===== src/sv/belr_pkg.sv =====
package belr_pkg;

	localparam int STACK_DEPTH = 128;
	localparam int CNT_W       = 8;
	localparam int IDX_W       = 7;
	localparam int LVL_W       = 7;
	localparam int CLS_W       = 5;
	localparam int OVF_W       = 16;
	localparam int VISO_W      = 7;

	localparam logic [OVF_W-1:0]  OVF_MAX  = '1;
	localparam logic [VISO_W-1:0] VISO_MAX = '1;

	// bidi classes that the explicit rules look at
	localparam logic [CLS_W-1:0] C_L   = 5'd0;
	localparam logic [CLS_W-1:0] C_R   = 5'd1;
	localparam logic [CLS_W-1:0] C_BN  = 5'd9;
	localparam logic [CLS_W-1:0] C_B   = 5'd10;
	localparam logic [CLS_W-1:0] C_LRE = 5'd14;
	localparam logic [CLS_W-1:0] C_LRO = 5'd15;
	localparam logic [CLS_W-1:0] C_RLE = 5'd16;
	localparam logic [CLS_W-1:0] C_RLO = 5'd17;
	localparam logic [CLS_W-1:0] C_PDF = 5'd18;
	localparam logic [CLS_W-1:0] C_LRI = 5'd19;
	localparam logic [CLS_W-1:0] C_RLI = 5'd20;
	localparam logic [CLS_W-1:0] C_FSI = 5'd21;
	localparam logic [CLS_W-1:0] C_PDI = 5'd22;

	// override status codes
	localparam logic [1:0] OVR_NONE = 2'd0;
	localparam logic [1:0] OVR_L    = 2'd1;
	localparam logic [1:0] OVR_R    = 2'd2;

	typedef struct packed {
		logic             iso;
		logic [1:0]       ovr;
		logic [LVL_W-1:0] lvl;
	} entry_t;

	typedef struct packed {
		logic accept;
		logic cfg_wr;
		logic exec;
		logic pop_rd;
		logic pop_ld;
		logic load_out;
	} dp_cmd_t;

	typedef struct packed {
		logic pop_req;
		logic pdi;
		logic cnt_gt1;
		logic top_iso;
	} dp_status_t;

endpackage


===== src/sv/belr_ctrl.sv =====
module belr_ctrl import belr_pkg::*; (
	input  logic       clk,
	input  logic       arst_n,
	input  logic       in_valid,
	output logic       in_ready,
	input  logic       cfg_valid,
	output logic       cfg_ready,
	output logic       out_valid,
	input  logic       out_ready,
	input  dp_status_t status,
	output dp_cmd_t    cmd
);

	typedef enum logic [2:0] {
		S_IDLE,
		S_EXEC,
		S_POP_RD,
		S_POP_LD,
		S_FINISH
	} state_t;

	state_t state_q;
	state_t state_d;
	logic   out_valid_q;
	logic   was_iso_q;
	logic   out_free;

	assign out_free  = !out_valid_q || out_ready;
	assign cfg_ready = (state_q == S_IDLE);
	assign in_ready  = (state_q == S_IDLE) && !cfg_valid;
	assign out_valid = out_valid_q;

	always_comb begin
		cmd     = '0;
		state_d = state_q;
		case (state_q)
			S_IDLE: begin
				if (cfg_valid) begin
					cmd.cfg_wr = 1'b1;
				end else if (in_valid) begin
					cmd.accept = 1'b1;
					state_d    = S_EXEC;
				end
			end
			S_EXEC: begin
				cmd.exec = 1'b1;
				if (status.pop_req) begin
					state_d = S_POP_RD;
				end else if (out_free) begin
					cmd.load_out = 1'b1;
					state_d      = S_IDLE;
				end else begin
					state_d = S_FINISH;
				end
			end
			S_POP_RD: begin
				if (status.cnt_gt1) begin
					cmd.pop_rd = 1'b1;
					state_d    = S_POP_LD;
				end else begin
					state_d = S_FINISH;
				end
			end
			S_POP_LD: begin
				cmd.pop_ld = 1'b1;
				if (status.pdi && !was_iso_q) begin
					state_d = S_POP_RD;
				end else begin
					state_d = S_FINISH;
				end
			end
			S_FINISH: begin
				if (out_free) begin
					cmd.load_out = 1'b1;
					state_d      = S_IDLE;
				end
			end
			default: begin
				state_d = S_IDLE;
			end
		endcase
	end

	always_ff @(posedge clk or negedge arst_n) begin
		if (!arst_n) begin
			state_q     <= S_IDLE;
			out_valid_q <= 1'b0;
			was_iso_q   <= 1'b0;
		end else begin
			state_q <= state_d;
			if (cmd.pop_rd) begin
				was_iso_q <= status.top_iso;
			end
			if (cmd.load_out) begin
				out_valid_q <= 1'b1;
			end else if (out_ready) begin
				out_valid_q <= 1'b0;
			end
		end
	end

	// a finished request never overwrites a result still waiting
	a_no_overwrite: assert property (@(posedge clk) disable iff (!arst_n)
		cmd.load_out |-> (!out_valid_q || out_ready))
		else $error("result overwritten before it was taken");

	// a pop load always follows its read
	a_pop_order: assert property (@(posedge clk) disable iff (!arst_n)
		cmd.pop_rd |=> cmd.pop_ld)
		else $error("stack read without load");

	// the bottom entry is never popped
	a_pop_floor: assert property (@(posedge clk) disable iff (!arst_n)
		cmd.pop_rd |-> status.cnt_gt1)
		else $error("pop from single-entry stack");

endmodule


===== src/sv/belr_dpath.sv =====
module belr_dpath import belr_pkg::*; #(
	parameter int MAX_LEVEL = 125
) (
	input  logic             clk,
	input  logic             arst_n,
	input  dp_cmd_t          cmd,
	output dp_status_t       status,
	input  logic [CLS_W-1:0] char_class,
	input  logic             fsi_rtl,
	input  logic [LVL_W-1:0] cfg_data,
	output logic [LVL_W-1:0] level,
	output logic [CLS_W-1:0] out_class,
	output logic             removed
);

	localparam logic [LVL_W-1:0] MAX_LVL = LVL_W'(MAX_LEVEL);

	entry_t mem [STACK_DEPTH];

	logic [LVL_W-1:0]  base_q;
	entry_t            top_q;
	logic [CNT_W-1:0]  count_q;
	logic [OVF_W-1:0]  ovf_iso_q;
	logic [OVF_W-1:0]  ovf_emb_q;
	logic [VISO_W-1:0] viso_q;
	logic [CLS_W-1:0]  cls_q;
	logic              rtl_q;
	entry_t            rd_data_q;
	logic [LVL_W-1:0]  res_level_q;
	logic [CLS_W-1:0]  res_class_q;
	logic              res_removed_q;
	logic [LVL_W-1:0]  level_q;
	logic [CLS_W-1:0]  class_q;
	logic              removed_q;

	logic              is_embed;
	logic              is_iso;
	logic              is_pdf;
	logic              is_pdi;
	logic              rtl_dir;
	logic [LVL_W:0]    odd_lvl;
	logic [LVL_W:0]    even_lvl;
	logic [LVL_W:0]    new_lvl;
	logic              can_push;
	logic [1:0]        new_ovr;
	entry_t            new_entry;
	entry_t            base_entry;
	logic [IDX_W-1:0]  wr_idx;
	logic [IDX_W-1:0]  rd_idx;
	logic [LVL_W-1:0]  cfg_clamped;
	logic [CLS_W-1:0]  ovr_class;
	logic [LVL_W-1:0]  live_level;
	logic [CLS_W-1:0]  live_class;
	logic              live_removed;
	logic              use_live;

	function automatic logic [CLS_W-1:0] apply_ovr(input logic [1:0] ovr,
		input logic [CLS_W-1:0] cls);
		logic [CLS_W-1:0] r;
		r = cls;
		if (ovr == OVR_L) begin
			r = C_L;
		end else if (ovr == OVR_R) begin
			r = C_R;
		end
		return r;
	endfunction

	assign is_embed = cls_q inside {C_LRE, C_LRO, C_RLE, C_RLO};
	assign is_iso   = cls_q inside {C_LRI, C_RLI, C_FSI};
	assign is_pdf   = (cls_q == C_PDF);
	assign is_pdi   = (cls_q == C_PDI);

	assign rtl_dir  = (cls_q inside {C_RLE, C_RLO, C_RLI}) || ((cls_q == C_FSI) && rtl_q);
	assign odd_lvl  = ({1'b0, top_q.lvl} + (LVL_W+1)'(1)) | (LVL_W+1)'(1);
	assign even_lvl = ({1'b0, top_q.lvl} + (LVL_W+1)'(2)) & ~(LVL_W+1)'(1);
	assign new_lvl  = rtl_dir ? odd_lvl : even_lvl;
	assign can_push = (new_lvl <= {1'b0, MAX_LVL}) && (ovf_iso_q == '0)
		&& (ovf_emb_q == '0) && (count_q < CNT_W'(STACK_DEPTH));

	assign new_ovr = (cls_q == C_RLO) ? OVR_R : (cls_q == C_LRO) ? OVR_L : OVR_NONE;
	assign new_entry.iso = is_iso;
	assign new_entry.ovr = is_iso ? OVR_NONE : new_ovr;
	assign new_entry.lvl = new_lvl[LVL_W-1:0];

	assign base_entry.iso = 1'b0;
	assign base_entry.ovr = OVR_NONE;
	assign base_entry.lvl = base_q;

	assign wr_idx      = count_q[IDX_W-1:0];
	assign rd_idx      = IDX_W'(count_q - CNT_W'(2));
	assign cfg_clamped = (cfg_data > MAX_LVL) ? MAX_LVL : cfg_data;
	assign ovr_class   = apply_ovr(top_q.ovr, cls_q);

	// result as seen from the current top of stack
	always_comb begin
		live_level   = top_q.lvl;
		live_class   = cls_q;
		live_removed = 1'b0;
		if (is_embed) begin
			live_removed = 1'b1;
			if (can_push) begin
				live_level = new_lvl[LVL_W-1:0];
			end
		end else if (is_iso || is_pdi) begin
			live_class = ovr_class;
		end else if (is_pdf || (cls_q == C_BN)) begin
			live_removed = 1'b1;
		end else if (cls_q == C_B) begin
			live_level = base_q;
		end else begin
			live_class = ovr_class;
		end
	end

	assign use_live = cmd.exec || is_pdf || is_pdi;

	assign status.pop_req = (is_pdf && (ovf_iso_q == '0) && (ovf_emb_q == '0)
		&& !top_q.iso && (count_q >= CNT_W'(2)))
		|| (is_pdi && (ovf_iso_q == '0) && (viso_q != '0));
	assign status.pdi     = is_pdi;
	assign status.cnt_gt1 = (count_q > CNT_W'(1));
	assign status.top_iso = top_q.iso;

	// stack memory, entry 0 lives in base_q
	always_ff @(posedge clk) begin
		if (cmd.exec && (is_embed || is_iso) && can_push) begin
			mem[wr_idx] <= new_entry;
		end
		if (cmd.pop_rd) begin
			rd_data_q <= mem[rd_idx];
		end
	end

	always_ff @(posedge clk or negedge arst_n) begin
		if (!arst_n) begin
			base_q    <= '0;
			top_q     <= '0;
			count_q   <= CNT_W'(1);
			ovf_iso_q <= '0;
			ovf_emb_q <= '0;
			viso_q    <= '0;
		end else if (cmd.cfg_wr) begin
			base_q     <= cfg_clamped;
			top_q.iso  <= 1'b0;
			top_q.ovr  <= OVR_NONE;
			top_q.lvl  <= cfg_clamped;
			count_q    <= CNT_W'(1);
			ovf_iso_q  <= '0;
			ovf_emb_q  <= '0;
			viso_q     <= '0;
		end else if (cmd.exec) begin
			if (is_embed) begin
				if (can_push) begin
					top_q   <= new_entry;
					count_q <= count_q + CNT_W'(1);
				end else if ((ovf_iso_q == '0) && (ovf_emb_q != OVF_MAX)) begin
					ovf_emb_q <= ovf_emb_q + OVF_W'(1);
				end
			end else if (is_iso) begin
				if (can_push) begin
					top_q   <= new_entry;
					count_q <= count_q + CNT_W'(1);
					if (viso_q != VISO_MAX) begin
						viso_q <= viso_q + VISO_W'(1);
					end
				end else if (ovf_iso_q != OVF_MAX) begin
					ovf_iso_q <= ovf_iso_q + OVF_W'(1);
				end
			end else if (is_pdi) begin
				if (ovf_iso_q != '0) begin
					ovf_iso_q <= ovf_iso_q - OVF_W'(1);
				end else if (viso_q != '0) begin
					ovf_emb_q <= '0;
					viso_q    <= viso_q - VISO_W'(1);
				end
			end else if (is_pdf) begin
				if ((ovf_iso_q == '0) && (ovf_emb_q != '0)) begin
					ovf_emb_q <= ovf_emb_q - OVF_W'(1);
				end
			end else if (cls_q == C_B) begin
				top_q     <= base_entry;
				count_q   <= CNT_W'(1);
				ovf_iso_q <= '0;
				ovf_emb_q <= '0;
				viso_q    <= '0;
			end
		end else if (cmd.pop_ld) begin
			top_q   <= (count_q == CNT_W'(2)) ? base_entry : rd_data_q;
			count_q <= count_q - CNT_W'(1);
		end
	end

	always_ff @(posedge clk) begin
		if (cmd.accept) begin
			cls_q <= char_class;
			rtl_q <= fsi_rtl;
		end
		if (cmd.exec) begin
			res_level_q   <= live_level;
			res_class_q   <= live_class;
			res_removed_q <= live_removed;
		end
		if (cmd.load_out) begin
			level_q   <= use_live ? live_level : res_level_q;
			class_q   <= use_live ? live_class : res_class_q;
			removed_q <= use_live ? live_removed : res_removed_q;
		end
	end

	assign level     = level_q;
	assign out_class = class_q;
	assign removed   = removed_q;

	a_count_range: assert property (@(posedge clk) disable iff (!arst_n)
		(count_q != '0) && (count_q <= CNT_W'(STACK_DEPTH)))
		else $error("stack count out of range");

	a_top_level: assert property (@(posedge clk) disable iff (!arst_n)
		top_q.lvl <= MAX_LVL)
		else $error("top level above limit");

	a_push_slot: assert property (@(posedge clk) disable iff (!arst_n)
		(cmd.exec && (is_embed || is_iso) && can_push) |-> (wr_idx != '0))
		else $error("push onto base entry slot");

endmodule


===== src/sv/bidi_explicit_level_resolver_core.sv =====
// explicit embedding level resolver (bidi rules X1 to X9): one request carries a
// character's bidi class, plus the first-strong direction for FSI, and yields its
// explicit level, its class after any directional override and a removal flag.
// the directional status stack sits in a 128-entry memory with the top entry held
// in registers, so pushes and plain characters take an accept step, then an execute
// step, with the result registered at the end of execute. each stack pop adds a
// memory read, then a top reload, and the result then loads in a finish step: a PDF
// that pops passes accept, execute, read, reload and finish, and a PDI that closes
// an isolate repeats read and reload for each entry it pops. a result register sits
// on the output, so the next request is taken while a result waits; a stalled
// output holds the block only when a second result is ready. writing base_level
// (clamped to MAX_LEVEL) restarts the paragraph at once; no clearing pass is needed
module bidi_explicit_level_resolver_core import belr_pkg::*; #(
	parameter int MAX_LEVEL = 125
) (
	input  logic             clk,
	input  logic             arst_n,
	// configuration write channel
	input  logic             cfg_valid,
	output logic             cfg_ready,
	input  logic [LVL_W-1:0] cfg_data,
	// input request channel
	input  logic             in_valid,
	output logic             in_ready,
	input  logic [CLS_W-1:0] char_class,
	input  logic             fsi_rtl,
	// result channel
	output logic             out_valid,
	input  logic             out_ready,
	output logic [LVL_W-1:0] level,
	output logic [CLS_W-1:0] out_class,
	output logic             removed
);

	// commands from the sequencer, status back from the stack datapath
	dp_cmd_t    cmd;
	dp_status_t status;

	// sequencer: request acceptance, pop loop, result handoff
	belr_ctrl u_ctrl (
		.clk       (clk),
		.arst_n    (arst_n),
		.in_valid  (in_valid),
		.in_ready  (in_ready),
		.cfg_valid (cfg_valid),
		.cfg_ready (cfg_ready),
		.out_valid (out_valid),
		.out_ready (out_ready),
		.status    (status),
		.cmd       (cmd)
	);

	// stack, counters and result register
	belr_dpath #(
		.MAX_LEVEL (MAX_LEVEL)
	) u_dpath (
		.clk        (clk),
		.arst_n     (arst_n),
		.cmd        (cmd),
		.status     (status),
		.char_class (char_class),
		.fsi_rtl    (fsi_rtl),
		.cfg_data   (cfg_data),
		.level      (level),
		.out_class  (out_class),
		.removed    (removed)
	);

endmodule

===== config.mk =====
export PLATFORM = sky130hd
export DESIGN_NAME = bidi_explicit_level_resolver_core
export DESIGN_NICKNAME = d
export VERILOG_FILES = /design/src/sv/belr_pkg.sv /design/src/sv/belr_ctrl.sv /design/src/sv/belr_dpath.sv /design/src/sv/bidi_explicit_level_resolver_core.sv
export SDC_FILE = /design/constraint.sdc
export NUM_CORES = 2
export LEC_CHECK = 0
export ABC_CLOCK_PERIOD_IN_PS = 6500
export BUFFER_PORTS_ARGS = -buffer_cell sky130_fd_sc_hd__buf_2
export CAP_MARGIN = 15
export CORE_MARGIN = 5
export CORE_UTILIZATION = 34
export DETAILED_ROUTE_END_ITERATION = 10
export MAX_ROUTING_LAYER = met4
export PLACE_DENSITY = 0.6
export SLEW_MARGIN = 10
export SYNTH_ARGS = -nofsm -noshare
export SYNTH_HDL_FRONTEND = slang
export SYNTH_HIERARCHICAL = 1
export SYNTH_SLANG_ARGS = --single-unit

===== constraint.sdc =====
create_clock -name clk -period 6.5 [get_ports clk]
set_input_delay 1.3 -clock clk [delete_from_list [all_inputs] [get_ports clk]]
set_output_delay 1.3 -clock clk [all_outputs]
set_load 0.05 [all_outputs]

==> metrics.md <==
| Metric | Value |
|---|---|
| Outcome | `finished, final reports clean` |
| Clock Skews | `0.0306 ns` |
| Crit path capture type | `flop` |
| Gpl congestion | `0.832` |
| Clk_lat worst skew | `0.77 ns` |
| Maxcap violations | `0` |
| H-Tree Depth | `4` |
| Input/output buffers | `33` |
| Switch share | `33.6%` |
| Switching power | `10.0 mW` |
| Synth Flop Type | `edfxtp_1` |
| FP Rows | `149` |
| Clock tree root buffer cell | `clkbuf_16` |
| Antenna diodes | `0` |
| Netlist cell types | `89` |
| Area delta synth->final | `13.7%` |
| Syn Area/Cell | `20.1 µm²` |
| Final max-slew violation count | `0` |
| CP Cell Sequence | `inv_1 > ha_1 > or3b_2 > nor3_2 > nand4_1 > nor2_1 > o21ai_1 > nor2_2 > nand3_2 > nor2_1` |
| Starting density of the core | `34.3%` |
| Clock Tree Buf Depth | `3` |
| Sequential area share after synthesis | `73.2%` |
| Share of cells above drive strength 1 | `27.7%` |
| Sequential Power Share | `39.2%` |
| Overall Power | `29.8 mW` |
| Delay-heaviest family, CP | `simple AND/OR/NAND/NOR gates` |
| Antenna-violating nets left | `0` |
| Tmin final | `5.06 ns` |
| Post-layout net count | `2959` |
| Largest net degree at the start of global routing | `148` |
| Least-Margin Pin Slew | `1.21 ns` |
| Pre-Repair DR Iteration Count | `6` |
| Resized Gates After CTS | `0` |
| WP buf/inv | `1` |
| R2R cell count | `10` |
| Hold bufs inserted after CTS | `0` |
| Fillcell total | `14800` |
| Post-Route Utilization | `38.9%` |
| EDFF count, synth | `1322` |
| Via count | `28700` |
| Avg WL per Cell | `26.8 µm` |
| CP max FO | `13` |
| Die Ht | `418 µm` |
| Arrival time worst endpoint | `5.44 ns` |
| Crit-path slowest cell | `nor2_1` |
| First-pass GRT wire length | `204000 µm` |
| RSZ-0062 raised after global routing | `no` |
| Residual DRC | `0` |
| IO Pins | `34` |
| Hold endpoint | `u_ctrl/was_iso_q` |
| Reg-to-Reg End | `u_dpath/mem[51][7]` |
| P_leak | `19.9 nW` |
| Setup violators final | `0` |
| WL final | `140000 µm` |
| PD cells | `464 nW/µm²` |
| Warning count from the yosys run | `6` |
| Worst hold path cell count | `1` |
| Vias in the first global route | `28300` |
| Grt ovf | `0` |
| Min-Delay Path Class | `reg2reg` |
| TritonCTS Sinks | `1391` |
| Die W | `418 µm` |
| Reg-to-reg startpoint | `u_dpath/ovf_emb_q[0]` |
| Max Fclk | `198 MHz` |
| Fin crit share | `77.8%` |
| CTS buffer count | `140` |
| Logic pwr share | `34.2%` |
| Most Frequent Cell on Critical Path | `nor2_1` |
| Synthesized area | `56600 µm²` |
| Int Power | `19.8 mW` |
| Post-Synthesis Cells | `2818` |
| Slew headroom | `18.8%` |
| Post-CTS Setup Bufs | `0` |
| VDD IR max | `393 µV` |
| Clk pwr share | `26.6%` |
| Hold Startpoint | `u_ctrl/was_iso_q` |
| Crit path required time | `6.89 ns` |
| Core area | `165000 µm²` |
| DP HPWL | `82700 µm` |
| Count of final hold-check violations | `0` |
| CP peak stage delay | `1.07 ns` |
| Die area | `175000 µm²` |
| CTS tree | `yes` |
| Clock slew at reported path FFs | `0.06 ns` |
| Flops & latches, synth | `1391` |
| Kind of critical path | `reg2reg` |
| Fraction of registers with async set/reset | `4.96%` |
| DR iter-0 viols | `3042` |
| Avg Vias per Cell | `5.51` |
| Worst setup SP type | `flop` |
| TNS Setup | `0 ns` |
| Syn nets | `2853` |
| Aggregate global-route resource usage | `16.2%` |
| Number of antenna violations at the first check in global routing | `4` |
| Flop2flop setup slack | `1.44 ns` |
layout make-up:
cell class | instances | area [µm²] | area share [%]
multi-input combinational | 1239 | 14600 | 22.8
clock inverter | 69 | 751 | 1.17
clock buffer | 178 | 3690 | 5.73
inverter | 23 | 88.8 | 0.138
sequential | 1391 | 41400 | 64.4
tap | 2189 | 2740 | 4.26
timing repair buffer | 129 | 976 | 1.52
power groups by stage:
stage                     logic [mW]  registers [mW]  clock network [mW]
final                           10.2            11.7                7.93
after global routing            10.7            11.7                8.48
after CTS                       10.3            11.7                8.12
after detailed placement        10.3            11.9                   0
after global placement          10.2            11.9                   0
after floorplan                 6.52            11.8                   0
worst reg2reg max path: cells and delay by family (launching register included):
family,cells,cell delay [ns]
buffers and inverters,1,0.11
DFF,1,0.43
AOI/OAI and AO/OA,1,0.27
adders and majority gates,1,0.19
and+or+nand+nor,7,3.68
Yosys cell counts (6+ instances only):
library cell | count | area (µm²)
buf_2 | 13 | 65.1
nand2_1 | 99 | 372
or3_1 | 14 | 87.6
clkbuf_1 | 118 | 443
inv_1 | 20 | 75.1
o22a_1 | 6 | 52.6
nor2_1 | 140 | 526
a21o_1 | 9 | 67.6
edfxtp_1 | 1322 | 39700
nor4_1 | 10 | 62.6
a211oi_1 | 6 | 45.0
xor2_1 | 7 | 61.3
nand3b_1 | 7 | 52.6
or4_1 | 6 | 45.0
buf_1 | 27 | 101
o22ai_1 | 11 | 68.8
nand2b_1 | 11 | 68.8
a22oi_1 | 12 | 90.1
o31ai_1 | 20 | 150
ha_1 | 17 | 213
mux2_2 | 31 | 349
nand3_1 | 29 | 145
and3_1 | 15 | 93.8
a31oi_1 | 15 | 93.8
a21oi_1 | 53 | 265
nand4_1 | 9 | 56.3
nor3_1 | 89 | 445
and2_1 | 9 | 56.3
nor2b_1 | 11 | 68.8
dfrtp_1 | 68 | 1700
o21ai_0 | 67 | 335
mux4_2 | 421 | 9480
xnor2_1 | 9 | 78.8
sequential cells by signal, summed over array words and instances (netlist names):
register	count
u_ctrl/was_iso_q	1
u_dpath/out_class	5
u_dpath/res_level_q	7
u_dpath/level	7
u_dpath/rtl_q	1
u_dpath/mem	1280
u_ctrl/out_valid	1
u_dpath/res_removed_q	1
u_dpath/rd_data_q	10
u_dpath/status	1
u_dpath/base_q	7
u_dpath/viso_q	7
u_dpath/count_q	8
u_dpath/removed	1
u_dpath/top_q	9
u_dpath/cls_q	5
u_dpath/ovf_emb_q	16
u_dpath/res_class_q	5
u_ctrl/state_q	3
u_dpath/ovf_iso_q	16
cell families after synthesis:
logic type,count (synthesis),share of synthesized area [%]
AOI/OAI and AO/OA,266,3.15
adders and majority gates,17,0.376
buffers and inverters,188,1.34
muxes,457,17.5
DFF,1391,73.2
and+or+nand+nor,482,4.19
xor gates and xnor gates,17,0.276
layout by cell type (no fill, tap or decap), types with 9 or more instances in the layout:
cell	n
a21o_1	9
a21oi_1	52
a22oi_1	12
a31oi_1	15
and3_1	15
buf_2	32
buf_4	90
bufinv_16	12
clkbuf_1	36
clkbuf_16	142
clkinv_1	19
clkinv_2	21
dfrtp_1	67
edfxtp_1	1322
ha_1	16
inv_1	20
mux2_2	31
mux4_2	421
nand2_1	98
nand2b_1	11
nand3_1	28
nand4_1	9
nor2_1	138
nor2b_1	11
nor3_1	69
nor3_2	23
nor4_1	10
o21ai_0	67
o22ai_1	11
o31ai_1	20
or3_1	14
routing by layer:
layer / GRT usage, % / vias up / part of all wire (%)
li1: - / 12000 / -
met1: 22.1 / 15500 / 42
met2: 25.5 / 1042 / 49
met3: 3.10 / 191 / 6.6
met4: 3.91 / 0 / 2.2
met5: - / - / 0
through the flow:
| step | hold WS, ns | std cells | cell area (µm²) | setup WS (ns) |
|---|---|---|---|---|
| final | 0.500 | 5218 | 64300 | 1.44 |
| after global routing | 0.524 | 5218 | 64300 | 1.19 |
| after CTS | 0.501 | 5217 | 64300 | 1.47 |
| after detailed placement | 0.486 | 4970 | 59900 | 1.49 |
| after global placement | 0.470 | 4970 | 59900 | 1.58 |
| after floorplan | 0.450 | 2818 | 56600 | 0.0398 |
worst max-delay path by stage:
stage,slack [ns],from,end,depth (start not counted)
after global routing,1.19,u_dpath/ovf_emb_q[0],u_dpath/mem[99][3],10
after CTS,1.47,u_dpath/ovf_emb_q[0],u_dpath/mem[99][3],10
after global placement,1.58,u_dpath/ovf_emb_q[0],u_dpath/mem[35][7],10
final,1.44,u_dpath/ovf_emb_q[0],u_dpath/mem[51][7],10
after detailed placement,1.49,u_dpath/ovf_emb_q[0],u_dpath/mem[35][0],10
after floorplan,0.04,u_dpath/cls_q[3],u_dpath/top_q[2],7
Power figures use the tool's default switching activity.
